**config.mk**
```make
export PLATFORM = sky130hd
export DESIGN_NAME = sliding_trimmed_mean_filter_core_flat
export DESIGN_NICKNAME = d
export VERILOG_FILES = /design/src/sv/stm_pkg.sv /design/src/sv/stm_sample_if.sv /design/src/sv/stm_result_if.sv /design/src/sv/stm_cfg_if.sv /design/src/sv/sliding_trimmed_mean_filter_core.sv /design/src/sv/stm_cell.sv /design/src/sv/stm_mean.sv /design/src/flat_wrapper.sv
export VERILOG_INCLUDE_DIRS = /design/src /design/src/sv
export SDC_FILE = /design/constraint.sdc
export NUM_CORES = 1
export LEC_CHECK = 0
export BUFFER_PORTS_ARGS = -buffer_cell sky130_fd_sc_hd__buf_2
export CAP_MARGIN = 20
export CORE_AREA = 2 2 231 233
export CTS_CLUSTER_DIAMETER = 120
export DETAILED_ROUTE_END_ITERATION = 10
export DIE_AREA = 0 0 233 235
export PLACE_DENSITY = 0.75
export SLEW_MARGIN = 20
export SYNTH_ARGS = -nofsm -noshare
export SYNTH_HDL_FRONTEND = slang
export SYNTH_SLANG_ARGS = --single-unit
```
**constraint.sdc**
```tcl
create_clock -name clk_i -period 7.09 [get_ports clk_i]
set_input_delay 1.418 -clock clk_i [delete_from_list [all_inputs] [get_ports clk_i]]
set_output_delay 1.418 -clock clk_i [all_outputs]
set_load 0.05 [all_outputs]
```
**src/sv/assert_macros.svh**
```systemverilog
// Assertion macros shared by the trimmed-mean filter RTL.
// Define ASSERT_OFF to compile the checks out; no other dependencies.
`ifndef ASSERT_MACROS_SVH
`define ASSERT_MACROS_SVH
`ifndef ASSERT_OFF
// Checked property, disabled while reset is asserted
`define ASSERT_RST(lbl, clk, rst_n, prop, msg) \
  lbl: assert property (@(posedge clk) disable iff (!rst_n) prop) else $error(msg);
// Checked property, live during reset as well
`define ASSERT_ALL(lbl, clk, prop, msg) \
  lbl: assert property (@(posedge clk) prop) else $error(msg);
`else
`define ASSERT_RST(lbl, clk, rst_n, prop, msg)
`define ASSERT_ALL(lbl, clk, prop, msg)
`endif
`endif

```
**src/sv/stm_pkg.sv**
```systemverilog
// Types, codes and constants of the sliding trimmed-mean filter.
// No dependencies; imported by the interfaces and all modules.
package stm_pkg;

  localparam int unsigned SAMPLE_W = 12;
  localparam int unsigned CNT_W    = 4;
  // Largest middle sum: eight full-scale samples
  localparam int unsigned SUM_W    = 15;

  // Number of items accepted before means are produced
  localparam logic [CNT_W-1:0] WARMUP_ITEMS = CNT_W'(13);

  // floor(x / 3) == (x * DIV3_RECIP) >> DIV3_SHIFT for x below 2**17
  localparam logic [15:0] DIV3_RECIP = 16'd43691;
  localparam int unsigned DIV3_SHIFT = 17;

  typedef logic [SAMPLE_W-1:0] sample_t;

  // Trim mode register codes; the spare code behaves as TRIM_SIX
  typedef enum logic [1:0] {
    TRIM_SIX   = 2'd0,
    TRIM_EIGHT = 2'd1,
    TRIM_FOUR  = 2'd2
  } stm_trim_e;

  typedef enum logic [1:0] {
    S_IDLE,
    S_INSERT,
    S_SUM,
    S_EMIT
  } stm_state_e;

  // Command broadcast to every cell of the sorted row
  typedef struct packed {
    logic    del_en;
    logic    ins_en;
    sample_t del_val;
    sample_t ins_val;
  } stm_sort_op_t;

endpackage

```
**src/sv/stm_sample_if.sv**
```systemverilog
// Input sample channel: valid/ready handshake with one 12-bit sample per beat.
// Depends on stm_pkg.
interface stm_sample_if;
  import stm_pkg::*;

  logic    valid;
  logic    ready;
  sample_t sample;

  modport source (output valid, output sample, input ready);
  modport sink   (input valid, input sample, output ready);
endinterface

```
**src/sv/stm_result_if.sv**
```systemverilog
// Result channel: valid/ready handshake carrying the filtered value and warm flag.
// Depends on stm_pkg.
interface stm_result_if;
  import stm_pkg::*;

  logic    valid;
  logic    ready;
  sample_t filtered;
  logic    warmed_up;

  modport source (output valid, output filtered, output warmed_up, input ready);
  modport sink   (input valid, input filtered, input warmed_up, output ready);
endinterface

```
**src/sv/stm_cfg_if.sv**
```systemverilog
// Configuration write channel for the trim mode register.
// Depends on stm_pkg.
interface stm_cfg_if;
  import stm_pkg::*;

  logic       valid;
  logic       ready;
  logic [1:0] trim_mode;

  modport source (output valid, output trim_mode, input ready);
  modport sink   (input valid, input trim_mode, output ready);
endinterface

```
**src/sv/sliding_trimmed_mean_filter_core.sv**
```systemverilog
// Sliding trimmed-mean filter: sample ring, sorted cell row, mean unit.
// Depends on stm_pkg, the three channel interfaces, stm_cell, stm_mean
// and assert_macros.svh.
//
// Usage:
//   sample_i takes one 12-bit converter sample per beat; result_o gives one
//   beat per sample with the filtered value and the warmed_up flag; cfg_i
//   writes the 2-bit trim mode (always ready) and is meant for idle periods.
//   The first 13 samples enter the ring and give filtered = 0, warmed_up = 0.
//   Afterwards a zero sample is replaced by the value in the oldest ring slot,
//   which enters the window again.
// Timing:
//   A sample accepted in the idle state passes through the insert, sum and
//   emit steps before it shows on result_o, and no new sample is taken until
//   the sequencer is back in idle. The sequence is set by the sorted cell row,
//   which removes the leaving sample on the accepting edge and inserts the new
//   one on the next, followed by the span sum and the divide-and-register step.
//   If result_o is stalled the finished value waits in the output register;
//   the following sample is processed and holds in its last step until the
//   output register is free.
// Reset:
//   rst_ni clears the ring, the sorted row, the warm-up counter, the trim mode and
//   the output valid flag at once; no clearing pass is needed.
module sliding_trimmed_mean_filter_core #(
  parameter int unsigned RING_DEPTH = 14,
  parameter int unsigned WINDOW     = 12
) (
  input  logic                clk_i,
  input  logic                rst_ni,
  stm_sample_if.sink          sample_i,
  stm_cfg_if.sink             cfg_i,
  stm_result_if.source        result_o
);
  import stm_pkg::*;
  `include "assert_macros.svh"

  stm_state_e       state_q, state_d;
  logic [1:0]       trim_q;
  logic [CNT_W-1:0] warm_cnt_q;
  sample_t          ring_q [RING_DEPTH];
  sample_t          enter_val, enter_q;
  logic             item_warm_q;
  logic             warm, in_beat, out_load;
  logic             insert_en, sum_en;
  stm_sort_op_t     sort_op;
  sample_t          sorted [WINDOW];
  sample_t          mean;
  logic             out_valid_q;
  sample_t          filtered_q;
  logic             warmed_q;
  logic             sorted_ok;

  // Configuration register
  assign cfg_i.ready = 1'b1;

  always_ff @(posedge clk_i or negedge rst_ni) begin
    if (!rst_ni) begin
      trim_q <= TRIM_SIX;
    end else if (cfg_i.valid) begin
      trim_q <= cfg_i.trim_mode;
    end
  end

  // Sample intake: after warm-up a zero sample recirculates the oldest slot
  assign warm      = (warm_cnt_q == WARMUP_ITEMS);
  assign in_beat   = sample_i.valid && sample_i.ready;
  assign enter_val = (warm && (sample_i.sample == '0)) ? ring_q[RING_DEPTH-1]
                                                       : sample_i.sample;

  // Ring as a shift line, newest in slot 0
  always_ff @(posedge clk_i or negedge rst_ni) begin
    if (!rst_ni) begin
      for (int k = 0; k < RING_DEPTH; k++) begin
        ring_q[k] <= '0;
      end
      warm_cnt_q <= '0;
    end else if (in_beat) begin
      ring_q[0] <= enter_val;
      for (int k = 1; k < RING_DEPTH; k++) begin
        ring_q[k] <= ring_q[k-1];
      end
      if (!warm) begin
        warm_cnt_q <= warm_cnt_q + CNT_W'(1);
      end
    end
  end

  // Hold the entering value and the warm flag for the later steps
  always_ff @(posedge clk_i) begin
    if (in_beat) begin
      enter_q     <= enter_val;
      item_warm_q <= warm;
    end
  end

  // Sequencer: next state
  always_comb begin
    state_d = state_q;
    case (state_q)
      S_IDLE:   if (in_beat) state_d = S_INSERT;
      S_INSERT: state_d = S_SUM;
      S_SUM:    state_d = S_EMIT;
      S_EMIT:   if (out_load) state_d = S_IDLE;
      default:  state_d = S_IDLE;
    endcase
  end

  // Sequencer: outputs
  always_comb begin
    sample_i.ready = 1'b0;
    insert_en      = 1'b0;
    sum_en         = 1'b0;
    out_load       = 1'b0;
    case (state_q)
      S_IDLE:   sample_i.ready = 1'b1;
      S_INSERT: insert_en = 1'b1;
      S_SUM:    sum_en = 1'b1;
      S_EMIT:   out_load = !out_valid_q || result_o.ready;
      default:  ;
    endcase
  end

  always_ff @(posedge clk_i or negedge rst_ni) begin
    if (!rst_ni) begin
      state_q <= S_IDLE;
    end else begin
      state_q <= state_d;
    end
  end

  // Sorted row: drop the sample leaving the window, then insert the new one
  assign sort_op.del_en  = in_beat;
  assign sort_op.ins_en  = insert_en;
  assign sort_op.del_val = ring_q[WINDOW-1];
  assign sort_op.ins_val = enter_q;

  for (genvar i = 0; i < WINDOW; i++) begin : g_cell
    sample_t left_v, right_v;
    if (i == 0) begin : g_first
      assign left_v = '0;
    end else begin : g_left
      assign left_v = sorted[i-1];
    end
    if (i == WINDOW - 1) begin : g_last
      assign right_v = sorted[i];
    end else begin : g_right
      assign right_v = sorted[i+1];
    end
    stm_cell #(
      .IS_FIRST (i == 0),
      .IS_LAST  (i == WINDOW - 1)
    ) u_cell (
      .clk_i   (clk_i),
      .rst_ni  (rst_ni),
      .op_i    (sort_op),
      .left_i  (left_v),
      .right_i (right_v),
      .value_o (sorted[i])
    );
  end

  stm_mean #(
    .WINDOW (WINDOW)
  ) u_mean (
    .clk_i    (clk_i),
    .sum_en_i (sum_en),
    .mode_i   (trim_q),
    .sorted_i (sorted),
    .mean_o   (mean)
  );

  // Output register
  always_ff @(posedge clk_i or negedge rst_ni) begin
    if (!rst_ni) begin
      out_valid_q <= 1'b0;
    end else if (out_load) begin
      out_valid_q <= 1'b1;
    end else if (result_o.ready) begin
      out_valid_q <= 1'b0;
    end
  end

  always_ff @(posedge clk_i) begin
    if (out_load) begin
      filtered_q <= item_warm_q ? mean : '0;
      warmed_q   <= item_warm_q;
    end
  end

  assign result_o.valid     = out_valid_q;
  assign result_o.filtered  = filtered_q;
  assign result_o.warmed_up = warmed_q;

  // Row order check between items
  always_comb begin
    sorted_ok = 1'b1;
    for (int i = 1; i < WINDOW; i++) begin
      if (sorted[i-1] > sorted[i]) begin
        sorted_ok = 1'b0;
      end
    end
  end

  `ASSERT_RST(a_beat_starts_insert, clk_i, rst_ni, in_beat |=> (state_q == S_INSERT), "accepted beat did not start insert")
  `ASSERT_RST(a_row_sorted, clk_i, rst_ni, (state_q == S_IDLE) |-> sorted_ok, "sorted row out of order")
  `ASSERT_RST(a_warmup_zero, clk_i, rst_ni, (out_load && !item_warm_q) |=> ((result_o.filtered == '0) && !result_o.warmed_up), "warm-up result not zero")
  `ASSERT_ALL(a_warm_cnt_max, clk_i, (warm_cnt_q <= WARMUP_ITEMS), "warm-up count past limit")

endmodule

```
**src/sv/stm_cell.sv**
```systemverilog
// One cell of the sorted window row: holds one sorted sample and shifts it
// towards or away from its neighbours on delete and insert. Depends on stm_pkg.
module stm_cell #(
  parameter bit IS_FIRST = 1'b0,
  parameter bit IS_LAST  = 1'b0
) (
  input  logic                 clk_i,
  input  logic                 rst_ni,
  input  stm_pkg::stm_sort_op_t op_i,
  input  stm_pkg::sample_t     left_i,
  input  stm_pkg::sample_t     right_i,
  output stm_pkg::sample_t     value_o
);
  import stm_pkg::*;

  sample_t value_q, value_d;

  // Delete: every cell at or past the leaving value takes its right neighbour.
  // Insert: cells below the new value hold (the last cell excepted), the first cell
  // not below it takes the new value, the rest take their left neighbour.
  always_comb begin
    value_d = value_q;
    if (op_i.del_en) begin
      if (value_q >= op_i.del_val) begin
        value_d = right_i;
      end
    end else if (op_i.ins_en) begin
      if (!IS_LAST && (value_q < op_i.ins_val)) begin
        value_d = value_q;
      end else if (IS_FIRST || (left_i < op_i.ins_val)) begin
        value_d = op_i.ins_val;
      end else begin
        value_d = left_i;
      end
    end
  end

  always_ff @(posedge clk_i or negedge rst_ni) begin
    if (!rst_ni) begin
      value_q <= '0;
    end else begin
      value_q <= value_d;
    end
  end

  assign value_o = value_q;

endmodule

```
**src/sv/stm_mean.sv**
```systemverilog
// Middle-span sum and truncated mean over the sorted window row.
// Depends on stm_pkg.
module stm_mean #(
  parameter int unsigned WINDOW = 12
) (
  input  logic             clk_i,
  input  logic             sum_en_i,
  input  logic [1:0]       mode_i,
  input  stm_pkg::sample_t sorted_i [WINDOW],
  output stm_pkg::sample_t mean_o
);
  import stm_pkg::*;

  localparam int unsigned START8 = (WINDOW - 8) / 2;
  localparam int unsigned START6 = (WINDOW - 6) / 2;
  localparam int unsigned START4 = (WINDOW - 4) / 2;

  sample_t              term [8];
  logic [SUM_W-1:0]     sum_d, sum_q;
  logic [SUM_W-2:0]     half;
  logic [SUM_W+14:0]    prod;

  // Pick the middle values for the selected span, zero beyond its count
  for (genvar k = 0; k < 8; k++) begin : g_term
    sample_t t8, t6, t4;
    assign t8 = sorted_i[START8+k];
    if (k < 6) begin : g_six
      assign t6 = sorted_i[START6+k];
    end else begin : g_six_pad
      assign t6 = '0;
    end
    if (k < 4) begin : g_four
      assign t4 = sorted_i[START4+k];
    end else begin : g_four_pad
      assign t4 = '0;
    end
    always_comb begin
      case (mode_i)
        TRIM_EIGHT: term[k] = t8;
        TRIM_FOUR:  term[k] = t4;
        default:    term[k] = t6;
      endcase
    end
  end

  // Add up the span
  always_comb begin
    sum_d = '0;
    for (int k = 0; k < 8; k++) begin
      sum_d = sum_d + SUM_W'(term[k]);
    end
  end

  always_ff @(posedge clk_i) begin
    if (sum_en_i) begin
      sum_q <= sum_d;
    end
  end

  // Divide: shifts for eight and four, halve then reciprocal for six
  assign half = sum_q[SUM_W-1:1];
  assign prod = (SUM_W+15)'(half) * (SUM_W+15)'(DIV3_RECIP);

  always_comb begin
    case (mode_i)
      TRIM_EIGHT: mean_o = sum_q[SUM_W-1:3];
      TRIM_FOUR:  mean_o = sum_q[SUM_W-2:2];
      default:    mean_o = prod[DIV3_SHIFT+SAMPLE_W-1:DIV3_SHIFT];
    endcase
  end

endmodule
```
**src/flat_wrapper.sv**
```systemverilog
// flat-port wrapper written by rule: the top's interface ports become plain ports
module sliding_trimmed_mean_filter_core_flat import stm_pkg::*;
#(
  parameter int unsigned RING_DEPTH = 14,
  parameter int unsigned WINDOW     = 12
)
  (clk_i, rst_ni, sample_i_valid, sample_i_sample, sample_i_ready, cfg_i_valid, cfg_i_trim_mode, cfg_i_ready, result_o_valid, result_o_filtered, result_o_warmed_up, result_o_ready);
  stm_sample_if sample_i_i ();
  stm_cfg_if cfg_i_i ();
  stm_result_if result_o_i ();
  input  logic clk_i;
  input  logic rst_ni;
  input wire logic [$bits(sample_i_i.valid)-1:0] sample_i_valid;
  input wire logic [$bits(sample_i_i.sample)-1:0] sample_i_sample;
  output wire logic [$bits(sample_i_i.ready)-1:0] sample_i_ready;
  input wire logic [$bits(cfg_i_i.valid)-1:0] cfg_i_valid;
  input wire logic [$bits(cfg_i_i.trim_mode)-1:0] cfg_i_trim_mode;
  output wire logic [$bits(cfg_i_i.ready)-1:0] cfg_i_ready;
  output wire logic [$bits(result_o_i.valid)-1:0] result_o_valid;
  output wire logic [$bits(result_o_i.filtered)-1:0] result_o_filtered;
  output wire logic [$bits(result_o_i.warmed_up)-1:0] result_o_warmed_up;
  input wire logic [$bits(result_o_i.ready)-1:0] result_o_ready;
  assign sample_i_i.valid = sample_i_valid;
  assign sample_i_i.sample = sample_i_sample;
  assign sample_i_ready = sample_i_i.ready;
  assign cfg_i_i.valid = cfg_i_valid;
  assign cfg_i_i.trim_mode = cfg_i_trim_mode;
  assign cfg_i_ready = cfg_i_i.ready;
  assign result_o_valid = result_o_i.valid;
  assign result_o_filtered = result_o_i.filtered;
  assign result_o_warmed_up = result_o_i.warmed_up;
  assign result_o_i.ready = result_o_ready;
  sliding_trimmed_mean_filter_core #(.RING_DEPTH(RING_DEPTH), .WINDOW(WINDOW)) u_core (.clk_i(clk_i), .rst_ni(rst_ni), .sample_i(sample_i_i), .cfg_i(cfg_i_i), .result_o(result_o_i));
endmodule
```
**Yosys cells after proc, flatten, opt, wreduce, memory -nomap -nowiden**

Cells that the tools add are included.

- Bitwise gates (word level): 2
- $add $sub $neg: 8
- Order comparisons: 22
- Muxes and demuxes: 74
- Eq/ne operators: 30
- Multiply operators: 1
- Reductions and logical operators: 22

Operators by type and width:

| cell | count |
|---|---|
| two-way mux 12 bit | 58 |
| case mux 12 bit (2 select lines) | 7 |
| greater-or-equal comparator 12 bit | 11 |
| less-than comparator 12 bit | 11 |
| adder 15 x 12 -> 15 bit | 4 |
| AND reduction 3 bit | 11 |
| multiplier 14 x 16 -> 29 bit, second input constant | 1 |
| inequality test 2 x 1 -> 1 bit, second input constant | 13 |
| inequality test 2 bit, second input constant | 11 |
| adder 14 x 12 -> 15 bit | 1 |
| adder 13 x 12 -> 14 bit | 1 |
| adder 12 x 12 -> 13 bit | 1 |
| zero test 12 bit | 1 |
| case mux 2 bit (4 select lines) | 1 |
| == test 2 bit, second input constant | 3 |
| two-way mux 1 bit | 6 |
| AND reduction 2 bit | 3 |
| adder 4 x 1 -> 4 bit, second input constant | 1 |
| == test 2 x 1 -> 1 bit, second input constant | 2 |
| == test 4 bit, second input constant | 1 |
| two-way mux 2 bit | 2 |
| nonzero test 2 bit | 2 |
| logical AND 1 bit | 2 |
| zero test 2 bit | 1 |
| 3 further kinds | 4 |

- Bits in registers: 362
- Word-level logic and storage cells: 194

**Depth between registers and ports, before layout**

Gate-level depths: netlist (run 1).

- Depth after elaboration: 9
- Gate-level depth with buffers: 26

**Modules after synthesis**

From an unflattened synthesis (run 1), not the netlist that was laid out.

- Cell total of the unflattened synthesis: 4402
- Area total of the unflattened synthesis: 37034.3 um2

Modules (own cells, without submodules):

| module | seq. area each (um2) | cells each | area each (um2) | times used |
|---|---|---|---|---|
| stm_cell at u_core.g_cell[10].u_cell ... | 300.3 | 241 | 1905.6 | 10 |
| sliding_trimmed_mean_filter_core | 5210.0 | 812 | 7845.0 | 1 |
| stm_mean | 420.4 | 873 | 7474.7 | 1 |
| stm_cell at u_core.g_cell[11].u_cell | 300.3 | 176 | 1450.1 | 1 |
| stm_cell at u_core.g_cell[0].u_cell | 300.3 | 131 | 1208.7 | 1 |

**Worst setup path before layout (run 1)**

OpenSTA, ideal clock, no wires.

- Path kind: register to register
- From: register u_core.trim_q[1]
- To: register u_core.u_mean.sum_q[13] (data pin)
- Buffers on the path: 4
- Arrival time: 5378 ps
- Path slack: 1454 ps
- Data required time: 6831 ps
- Cell stages (with the launch flop): 22
- Path through: dfrtp_1 > inv_1 > ha_1 > clkbuf_1 > clkbuf_1 > buf_1 > buf_1 > nand2_1 > fa_1 > fa_1 > fa_1 > fa_1 > inv_1 > ha_1 > a21o_1 > a21oi_1 > o21ai_1 > a31oi_1 > nor2b_1 > o21a_1 > o211ai_1 > xnor2_1

- Cells in the longest elaborated chain, start to end: 9

Ends and longest elaborated chain:

| item | line | text |
|---|---|---|
| start, declared | sliding_trimmed_mean_filter_core.sv:38 | `logic [1:0] trim_q;` |
| start signal, assigned | sliding_trimmed_mean_filter_core.sv:60 | `trim_q <= cfg_i.trim_mode;` |
| == test 2 bit or == test 2 x 1 -> 1 bit (tied branches) | stm_mean.sv:38 | `case (mode_i)` |
| case mux 12 bit (2 select lines) | stm_mean.sv:38 |  |
| adder 12 x 12 -> 13 bit | stm_mean.sv:50 | `sum_d = sum_d + SUM_W'(term[k]);` |
| adder 13 x 12 -> 14 bit | stm_mean.sv:50 |  |
| adder 14 x 12 -> 15 bit | stm_mean.sv:50 |  |
| adder 15 x 12 -> 15 bit (3 in series) | stm_mean.sv:50 |  |
| adder 15 x 12 -> 15 bit (*) | stm_mean.sv:50 |  |
| net u_core.u_mean.sum_d[13] | stm_mean.sv:19 | `logic [SUM_W-1:0] sum_d, sum_q;` |
| end signal, assigned | stm_mean.sv:56 | `sum_q <= sum_d;` |
| end, declared | stm_mean.sv:19 |  |

Mark *: on every way through the listed nets, which the timed path passes. The rest lies on a longest branch.
A chain may end at the register's enable or synchronous reset.

**Worst setup path after layout (run 1)**

- From: register u_core.trim_q[0]
- To: register u_core.u_mean.sum_q[13] (data pin)

Same word-level chain as after synthesis.

==> out/qor.txt, run 1 <==
First-pass GRT wire length - 126,000 um
GRT Residual Overflow - 0
Maxcap violations - 0
Critical path class - reg2reg
CTS tree - built
Hold-fix buffers, CTS - 0
Arr. time, crit path - 6290 ps
Total track usage - 0.294
Number of global-route vias before repair - 23,000
CTS Root Cell - clkbuf_16
Routing usage on met2 - 0.484
Post-DRT Antenna Nets - 0
YS warnings - 0
Die width - 233 um
Clock Tree Buf Depth - 3
Worst-Skew Late Latency - 600 ps
CTS clk-pin slew, worst paths - 60 ps
Dominant cells by area after synthesis - dfrtp_1 28%, ha_1 16%, nand2_1 9.1%
Pin count of the biggest net entering global routing - 152
CP Max Fanout - 107
H-tree depth - 2
Layout cells sized above 1 - 0.0780
Post-CTS Resized - 0
FFs w/ async S/R, synth - 0.889
Min-delay worst type - reg2reg
Mapped Avg Cell Area - 9.41 sq um
Routed WL - 79,300 um
Post-Syn Area - 28,400 sq um
Clock Skew - 60.8 ps
Ys flop type - dfrtp_1
R2r startpoint - u_core.trim_q[0]$_DFFE_PN0P_
Die height - 235 um
Port bufs - 33
Period utilisation layout - 0.846
Rel. slew slack - 0.281
CP Data Required Time - 7380 ps
Total negative slack - 0 ps
Actual slew at the worst max-slew pin - 1080 ps
Met1 Usage GRT - 0.369
Yosys top cell by area - dfrtp_1
Wire per inst - 21.4 um
Antenna diodes - 0
Fin nets - 3,491
Post-synth EDFFs - 40
HP Start - u_core.ring_q[119]$_DFFE_PN0P_
Max-slew violations - 0
Synth-to-Final Area Change - 7.54%
Fmax - 0.167 GHz
Io pins - 35
Setup bufs post-CTS - 0
Mapped Nets - 3,535
RSZ-0062 raised after global routing - no
Core area - 52,200 sq um
Final Hold Vio Count - 0
GRT met3 Usage - 0.0522
CP endpoint kind - register
DRC Markers - 0
GRT busiest layer - met2
Num CTS Buffers - 41
Via Count - 22,600
Final Setup Violations - 0
Distinct cells, synth - 72
Worst Setup Start Kind - register
HPWL Detailed - 56,400 um
Seq/Total Area, Yosys - 0.325
Drt initial violations - 1,565
Die ar. - 54,800 sq um
Flip-flop and latch count after synthesis - 361
CTS sink count - 361
Share of the synthesized area in the top cell type - 0.282
Via density - 6.10
Status - finished clean
GPL Wtd Cong - 0.916
Fin crit period - 5990 ps
Number of cell rows - 84
Drt pass-1 iters - 5
Initial Util - 0.544
Initial antenna violation count - 1
Worst Setup SP - u_core.trim_q[0]$_DFFE_PN0P_
Post-synthesis instance total - 3,023
-- final cells by class --
type / count / area (sq um)
Clock buffer: 51 / 1140
Clock inverter: 25 / 379
Inverter: 200 / 758
Fill cell: 4395 / 21700
Multi-Input combinational cell: 2314 / 17800
Sequential cell: 361 / 9230
Timing Repair Buffer: 61 / 402
Tap cell: 688 / 861
-- cell usage in the layout, fill, tap and decap left out, drive strengths merged, types with 14 or more instances in the layout --
cell type,synthesis,final
a211oi,20,20
a21o,81,81
a21oi,141,141
a22oi,54,54
and2,19,19
buf,55,61
clkbuf,93,51
clkinv,0,14
dfrtp,321,321
edfxtp,40,40
fa,124,124
ha,369,369
inv,200,201
mux2,131,131
mux2i,134,134
nand2,687,687
nand2b,22,22
nand3,15,15
nand4,23,23
nor2,93,93
o211ai,15,15
o21ai,221,221
xnor2,20,20
-- final timing paths --
check                                                     to  slack [ps]  cells after the start
max                        u_core.u_mean.sum_q[13]$_DFFE_PP_        1100                     18
min                           u_core.ring_q[107]$_DFFE_PN0P_         460                      2
max reg2reg                u_core.u_mean.sum_q[13]$_DFFE_PP_        1100                     18
min reg2reg                   u_core.ring_q[107]$_DFFE_PN0P_         460                      2
max in group asynchronous       u_core.trim_q[1]$_DFFE_PN0P_        5000                      2
min in group asynchronous     u_core.ring_q[110]$_DFFE_PN0P_         740                      1
-- critical path: stages (launching register included) --
cell      delay (ps)
dfrtp_1          400
inv_1            100
ha_4             850
nor2b_1          150
a22oi_1          240
fa_1             490
fa_1             520
fa_1             520
fa_1             600
inv_1             60
ha_1             280
a21o_1           160
a21oi_1          310
o21ai_1          120
a31oi_1          300
nor2b_1           80
o21a_1           190
o211ai_1         240
xnor2_1           90
-- state kept, by name (all words and copies together), names as in the netlist --
register / cells
u_core.ring_q: 168
u_core.state_q: 2
u_core.warm_cnt_q: 4
u_core.u_mean.sum_q: 14
u_core.trim_q: 2
u_core.result_o.valid: 1
u_core.g_cell.u_cell.value_o: 144
u_core.result_o.filtered: 12
u_core.item_warm_q: 1
u_core.result_o.warmed_up: 1
u_core.enter_q: 12
-- per-stage QoR --
stage / worst slack, ps / std cells / cell area, sq um / utilization / hold slack, ps
after floorplan: 1450 / 3023 / 28400 / - / 438
after global placement: 1330 / 3624 / 29000 / 0.556 / 447
after detailed placement: 1150 / 3624 / 29000 / 0.556 / 451
after CTS: 1140 / 3700 / 30600 / 0.585 / 466
after global routing: 734 / 3700 / 30600 / 0.585 / 483
final: 1100 / 3700 / 30600 / 0.585 / 463
-- cell families after synthesis --
| family | synth area share |
|---|---|
| simple gates | 0.131 |
| compound gates | 0.134 |
| fa+ha+maj | 0.250 |
| flops | 0.325 |
| buf+inv | 0.0505 |
| mux | 0.100 |
| xor+xnor | 0.00955 |
| other cells | 0.000132 |
-- cell usage after synthesis, types with 16 or more instances --
master and n:
o21ai_0 137, mux2i_1 134, buf_2 25, mux2_2 76
dfrtp_1 321, fa_1 124, clkbuf_1 93, nor2_1 93
a22oi_1 53, a211oi_1 20, xnor2_1 20, edfxtp_1 40
inv_1 198, a21o_1 81, ha_1 369, nand2_1 687
nand2b_1 22, mux2_1 45, o21ai_1 81, and2_1 19
buf_4 16, nand4_1 23, a21oi_1 141
-- metal layers --
layer | share of wire | vias up
met5 | 0.00016 | -
met4 | 0.061 | 2
met3 | 0.065 | 295
met2 | 0.48 | 853
met1 | 0.40 | 11100
li1 | - | 10300
Power of run 1 is not shown: default switching activity piles up to over one toggle a cycle in this logic, so the estimate is an artifact.
==> run 2: changes to the inputs <==
--- a/config.mk
+++ b/config.mk
@@ -12,7 +12,7 @@
 export CTS_CLUSTER_DIAMETER = 120
 export DETAILED_ROUTE_END_ITERATION = 10
 export DIE_AREA = 0 0 233 235
-export PLACE_DENSITY = 0.75
+export PLACE_DENSITY = 0.78
 export SLEW_MARGIN = 20
 export SYNTH_ARGS = -nofsm -noshare
 export SYNTH_HDL_FRONTEND = slang
==> constraint.sdc (replaced) <==
create_clock -name clk_i -period 5 [get_ports clk_i]
set_input_delay 1 -clock clk_i [delete_from_list [all_inputs] [get_ports clk_i]]
set_output_delay 1 -clock clk_i [all_outputs]
set_load 0.05 [all_outputs]
==> out/qor.txt, run 2 (same netlist as run 1, synthesis figures left out) <==
CTS clk-pin slew, worst paths - 60 ps (about the same)
Buffers & Inverters on Critical Path - 4 (+2)
Via density - 6.13 (+0.42%)
Setup ws final - -207 ps (-1300 ps)
Die width - 233 um (unchanged)
CTS sink count - 361 (unchanged)
Multi-input logic area - 18,300 sq um (+2.8%)
Initial Util - 0.544 (unchanged)
Total track usage - 0.315 (+0.0209)
Number of global-route vias before repair - 24,800 (+7.6%)
Worst Setup Start Kind - register
Routed WL - 85,800 um (+8.2%)
RSZ-0062 raised after global routing - yes
Non-filler instance count after layout - 3,881 (+4.9%)
Worst-Skew Late Latency - 610 ps (about the same)
Status - complete, but fails checks
Fin crit period - 5210 ps (-788 ps)
Min-delay worst type - in2async
Max stage delay on crit path - 580 ps (-270 ps)
Number of cell rows - 84 (unchanged)
Failing checks - setup timing
Fill count - 4,101 (-6.7%)
Register with the most flip-flops - u_core.ring_q
Placed Cells - 3,775 (+4.2%)
Most frequent cells in the layout - 683 x nand2_1, 353 x ha_1, 321 x dfrtp_1, 188 x inv_1, 181 x buf_4
Clock Tree Buf Depth - 3 (unchanged)
CP Max Fanout - 3 (-97%)
Initial antenna violation count - 0 (-1)
Synth-to-Final Area Change - 14.6%
CTS Root Cell - clkbuf_16
H-tree depth - 2 (unchanged)
Post-DRT Antenna Nets - 0 (unchanged)
First-pass GRT wire length - 135,000 um (+6.6%)
Arr. time, crit path - 5510 ps (-780 ps)
Port bufs - 33 (unchanged)
Actual slew at the worst max-slew pin - 1140 ps (+61.7 ps)
CP dominant cell by count - fa_1
Wire per inst - 22.1 um (+3.1%)
Core area - 52,200 sq um (unchanged)
Max reg flops - 168 (unchanged)
Rel. slew slack - 0.238 (-0.0434)
DRC Markers - 0 (unchanged)
Via Count - 23,800 (+5.3%)
R2R Setup Slk - -210 ps (-1300 ps)
Commonest non-fill, non-tap cell in the layout - nand2_1
Slowest-stage cell, CP - fa_2
Fmax - 0.192 GHz (+15%)
Final Hold Vio Count - 0 (unchanged)
Sequential cell area - 9230 sq um (unchanged)
Max-slew violations - 0 (unchanged)
Die height - 235 um (unchanged)
CTS tree - built
Clock Skew - 42.1 ps (-18.7 ps)
CP top delay family - adder cells
Maxcap violations - 0 (unchanged)
Critical path class - reg2reg
Fin nets - 3,671 (+5.2%)
Hold-fix buffers, CTS - 0 (unchanged)
CP Data Required Time - 5310 ps (-2070 ps)
Final Setup Violations - 14 (+14)
GPL Wtd Cong - 0.987 (+7.7%)
Die ar. - 54,800 sq um (unchanged)
Layout cells sized above 1 - 0.157 (+0.0792)
Drt initial violations - 2,166 (+38%)
GRT Residual Overflow - 0 (unchanged)
HPWL Detailed - 60,300 um (+6.8%)
Pin count of the biggest net entering global routing - 115 (-24%)
CP endpoint kind - register
Period utilisation layout - 1.04 (+0.196)
Drt pass-1 iters - 7 (+2)
Io pins - 35 (unchanged)
Num CTS Buffers - 42 (+2.4%)
Worst path cell trace - ha_4 > inv_4 > fa_2 > fa_1 > inv_1 > fa_1 > fa_1 > fa_1 > ha_4 > nand4_1 > a21oi_2 > nand3b_1 > a31oi_4 > buf_4 > buf_6 > nand2_2 > nand2_2 > xnor2_1 > a21oi_1
-- run 2: cell types whose count changed in the layout (fill, tap and decap cells not counted), moves of 16 or more --
cell / before / now
buf_4: 26 / 181
o21ai_0: 137 / 119
a21oi_1: 141 / 125
a21oi_2: 0 / 16
-- run 2: final timing paths --
check                           depth (start not counted)                         startpoint                                        endpoint
worst max-delay path                                   19  u_core.u_mean.sum_q[11]$_DFFE_PP_       u_core.result_o.filtered[5]$_SDFFCE_PN0P_
worst min-delay path                                    1                             rst_ni                  u_core.ring_q[102]$_DFFE_PN0P_
worst max register to register                         19  u_core.u_mean.sum_q[11]$_DFFE_PP_       u_core.result_o.filtered[5]$_SDFFCE_PN0P_
worst min register to register                          2     u_core.ring_q[138]$_DFFE_PN0P_                  u_core.ring_q[126]$_DFFE_PN0P_
max in group asynchronous                               2                             rst_ni  u_core.g_cell[4].u_cell.value_o[3]$_DFFE_PN0P_
min in group clk_i                                      2     u_core.ring_q[138]$_DFFE_PN0P_                  u_core.ring_q[126]$_DFFE_PN0P_
-- run 2: metal layers --
| metal | track usage | wire length, um | vias up |
|---|---|---|---|
| li1 | - | - | 10700 |
| met1 | 0.391 | 33600 | 11700 |
| met2 | 0.504 | 39700 | 1028 |
| met3 | 0.0637 | 6500 | 354 |
| met4 | 0.194 | 5960 | 0 |
| met5 | 0 | 0 | - |
-- run 2: timing repair --
action,in CTS,in global routing
cloned,5,0
pin swaps,49,50
endpoints found under the setup margin,15,18
resized for setup,62,51
setup buffers,17,6
-- run 2: through the flow --
stage | utilization | setup slack (ps) | hold slack, ps | TNS [ps] | cell area (sq um)
detailed placement | 0.581 | -274 | 452 | -2110 | 30400
CTS | 0.619 | -167 | 383 | -1280 | 32300
finish | 0.624 | -207 | 368 | -1630 | 32600
global route | 0.624 | -307 | 400 | -3940 | 32600
global placement | 0.581 | -190 | 446 | -1080 | 30300
floorplan | - | -13.3 | 438 | -24.6 | 28700
-- run 2: layout make-up --
class                           instances  area share
Tap cell                              688      0.0264
Multi-Input combinational cell       2314       0.561
Antenna cell                            1   0.0000768
Timing Repair Buffer                  240      0.0610
Clock buffer                           59      0.0363
Clock inverter                         18     0.00829
Inverter                              200      0.0233
Sequential cell                       361       0.283
Power of run 2 is left out for the same reason.
